<file path="src/sv/cwrj_ram.sv">
// generic single write port ram with registered read
module cwrj_ram #(
    parameter int WIDTH = 8,
    parameter int DEPTH = 256
) (
    input  logic                     i_clk,
    input  logic                     i_we,
    input  logic [$clog2(DEPTH)-1:0] i_waddr,
    input  logic [WIDTH-1:0]         i_wdata,
    input  logic [$clog2(DEPTH)-1:0] i_raddr,
    output logic [WIDTH-1:0]         o_rdata
);

    logic [WIDTH-1:0] r_mem [DEPTH];
    logic [WIDTH-1:0] r_rdata;

    // write and registered read
    always_ff @(posedge i_clk) begin
        if (i_we) begin
            r_mem[i_waddr] <= i_wdata;
        end
        r_rdata <= r_mem[i_raddr];
    end

    assign o_rdata = r_rdata;

endmodule

</file>
<file path="config.mk">
export PLATFORM = sky130hd
export DESIGN_NAME = cwrj_ram
export DESIGN_NICKNAME = d
export VERILOG_FILES = /design/src/sv/cwrj_ram.sv
export SDC_FILE = /design/constraint.sdc
export NUM_CORES = 2
export LEC_CHECK = 0
export ABC_CLOCK_PERIOD_IN_PS = 6500
export BUFFER_PORTS_ARGS = -buffer_cell sky130_fd_sc_hd__buf_4
export CAP_MARGIN = 30
export CORE_AREA = 8 8 430 432
export CTS_CLUSTER_DIAMETER = 200
export DETAILED_ROUTE_END_ITERATION = 6
export DIE_AREA = 0 0 438 440
export PLACE_DENSITY = 0.61
export SKIP_LAST_GASP = 1
export SLEW_MARGIN = 20
export SYNTH_ARGS = -nofsm -noshare
export SYNTH_HDL_FRONTEND = slang
export SYNTH_SLANG_ARGS = --single-unit
</file>
<file path="constraint.sdc">
create_clock -name i_clk -period 6.5 [get_ports i_clk]
set_input_delay 0.325 -clock i_clk [delete_from_list [all_inputs] [get_ports i_clk]]
set_output_delay 0.325 -clock i_clk [all_outputs]
set_load 0.03 [all_outputs]
</file>
==> impl_metrics.toml <==
[run_status]
run_status = "finished with violations"
violations = "hold timing"

[global_routing]
grt_max_degree = 163
grt_usage = 0.201
grt_pass1_vias = 38500
grt_pass1_wl_um = 282000
overflow = 0
antenna_found_initial = 2

[yosys]
ys_seq_area_frac = 0.775
yosysWarnings = 0
ys_ff_latch = 2056
synth_top_flop_cell = "edfxtp_1"
syn_inst = 3733
synthArstFlopShare = 0
synth_cell_types = 55
synth_top_area_frac = 0.773
synth_nets = 3759
synth_area_leaders = "edfxtp_1 77%, mux4_2 13%, mux2i_1 1.7%, nor2_1 1.3%, a22oi_1 1.3%"
synth_area_um2 = 79600
synth-edff-count = 2048
avgSynthCellArea_um2 = 21.3
yosysTopAreaCell = "edfxtp_1"

[timing]
setup_viol = 0
fmax_mhz = 310
fin_setup_tns_ns = 0
whs_ns = -0.00408
tightest_slew_ns = 1.15
final_hold_viol_count = 1
period_needed_ns = 3.23
finalCritPeriodShare = 0.497
drv_slew = 0
relSlewSlack = 0.225
grt_setup_unrepaired = "false"
fin_skew_ns = 0.0441

[drt]
antenna_left = 0
drc = 0
route.final.wire_length_um = 197000
vias = 38500
dr.max_layer_used = "met5"
wl_per_cell_um = 30.9
routedLengthMet1_um = 83100
drtPass1Iterations = 5
drt-initial-drc-count = 4574
routed-wl-met2_um = 95200
viasPerCell = 6.04
met3_length_um = 13400

[setup_path]
worstPathCellList = "buf_8 -> buf_4 -> mux4_2 -> nor2b_1 -> a211oi_1 -> nor3_1 -> nor4_1 -> nor4_2"
cp_max_fo = 57
start_kind = "input port"
crit_type = "in2reg"
slowest_delay_ns = 1.01
path_delay_family = "simple AND/OR/NAND/NOR gates"
worst_ep_required_time_ns = 7.15
worst_setup_path_end_kind = "register"
critPathBufInv = 2
cpMaxStageDelayCell = "nor4_1"
worstPathArrival_ns = 3.88

[pwr]
p_per_area_nw_per_um2 = 307
p_leak_nw = 27.2
peakVddDrop_uv = 271

[clocking]
cts_inserted_buffers = 201
htree_levels = 4
clock_path_buffers = 3
cts_root_buf = "clkbuf_16"
post_cts_buffers = 0
clkSlewWorstSetupHoldPaths_ns = 0.06
clock_sinks = 2056
clkLatencyLatePin_ns = 0.83
cts_tree = "built"

[placement]
post-dp-hpwl_um = 118000
port_buffers = 33
gp_congestion = 0.803
post_dp_cell_area_um2 = 82300

[finish]
layout-drive-gt1-share = 0.223
final_nets = 3870
area_delta_synth_final_pct = 12.0
final_area_um2 = 89100
final_cell_mix = "2048 x edfxtp_1, 454 x mux4_2, 279 x nor2_1"
final_common_cell = "edfxtp_1"

[floorplanning]
initial_core_util = 0.448
io-pin-count = 34
core_area_um2 = 178000
die_h_um = 440
fp.dieW_um = 438
rows = 155
die_area_um2 = 193000

[min_path]
hold_class = "in2reg"

[job]
cap_violations = 0
==> stage by stage <==
step / total power, mW / std cells / worst slack [ns] / utilization
after global routing: 28.0 / 6373 / 3.16 / 0.501
after detailed placement: 16.3 / 5975 / 2.32 / 0.464
after CTS: 27.5 / 6356 / 3.22 / 0.500
after floorplan: 15.6 / 3733 / 4.24 / -
final: 27.3 / 6375 / 3.27 / 0.502
after global placement: 16.2 / 5965 / 1.94 / 0.463
==> metal layers <==
layer / track usage / up-vias
met3: 0.0345 / 291
met4: 0.0565 / 2
li1: - / 15900
met2: 0.325 / 1488
met5: 0 / -
met1: 0.285 / 20800
==> worst paths after layout <==
| path | startpoint | to | slack, ns | depth (start not counted) |
|---|---|---|---|---|
| max | i_raddr[0] | o_rdata[2]$_DFF_P_ | 3.27 | 8 |
| max reg2reg | r_mem[101][2]$_DFFE_PP_ | o_rdata[2]$_DFF_P_ | 3.57 | 6 |
| min reg2reg | r_mem[33][5]$_DFFE_PP_ | o_rdata[5]$_DFF_P_ | 0.98 | 6 |
| min | i_wdata[3] | r_mem[130][3]$_DFFE_PP_ | -0.004 | 1 |
==> synthesized netlist by cell type (5+ instances only) <==
| library cell | instances |
|---|---|
| buf_12 | 8 |
| nand3_1 | 34 |
| mux4_2 | 454 |
| o211ai_1 | 10 |
| buf_4 | 27 |
| and2_1 | 6 |
| o21ai_0 | 10 |
| a211oi_1 | 16 |
| buf_1 | 22 |
| buf_2 | 31 |
| nor2_1 | 282 |
| a221oi_1 | 13 |
| nand4_1 | 10 |
| edfxtp_1 | 2048 |
| o221ai_1 | 46 |
| mux2i_1 | 134 |
| a22o_1 | 8 |
| clkbuf_1 | 111 |
| o22a_1 | 5 |
| nand2b_1 | 8 |
| buf_6 | 21 |
| nand2_1 | 33 |
| nor4_1 | 24 |
| nor3_1 | 22 |
| a22oi_1 | 133 |
| dfxtp_1 | 8 |
| o22ai_1 | 28 |
| nor2b_1 | 31 |
| buf_8 | 13 |
| a21oi_1 | 96 |
==> worst register-to-register path, delay by kind of cell (launching register included) <==
| kind | cells | cell delay (ns) |
|---|---|---|
| AOI/OAI and AO/OA | 1 | 0.47 |
| DFF | 1 | 0.36 |
| muxes | 1 | 0.46 |
| and+or+nand+nor | 4 | 1.49 |
==> sequential cells by signal, summed over array words and instances (netlist names) <==
name     flops
o_rdata      8
r_mem     2048
==> area by class of cell <==
cell class | count | area (um2)
flip-flops and latches | 2056 | 61700
multi-input cells | 1442 | 16500
clock inverters | 121 | 1080
clock buffers | 256 | 5380
well taps | 2355 | 2950
repair buffers | 141 | 1480
fillers | 14200 | 88600
diodes | 2 | 5.00
inverters | 2 | 7.51
==> power breakdown <==
part | switching [mW] | total (mW) | internal [mW] | leakage [nW]
clock | 4.99 | 11.3 | 6.36 | 3.14
sequential | 0.0263 | 14.6 | 14.6 | 18.5
combinational | 0.881 | 1.33 | 0.450 | 5.63
total | 5.89 | 27.3 | 21.4 | 27.2
==> repair_timing <==
action	CTS	global route
hold endpoints to repair	139	56
gates resized for setup	0	0
hold buffers	4	1
==> cells by family after synthesis <==
kind of cell    share of synthesized area
simple gates                       0.0263
mux                                 0.146
flops                               0.775
compound gates                     0.0342
buf+inv                            0.0183
(Power assumes the default switching activity.)
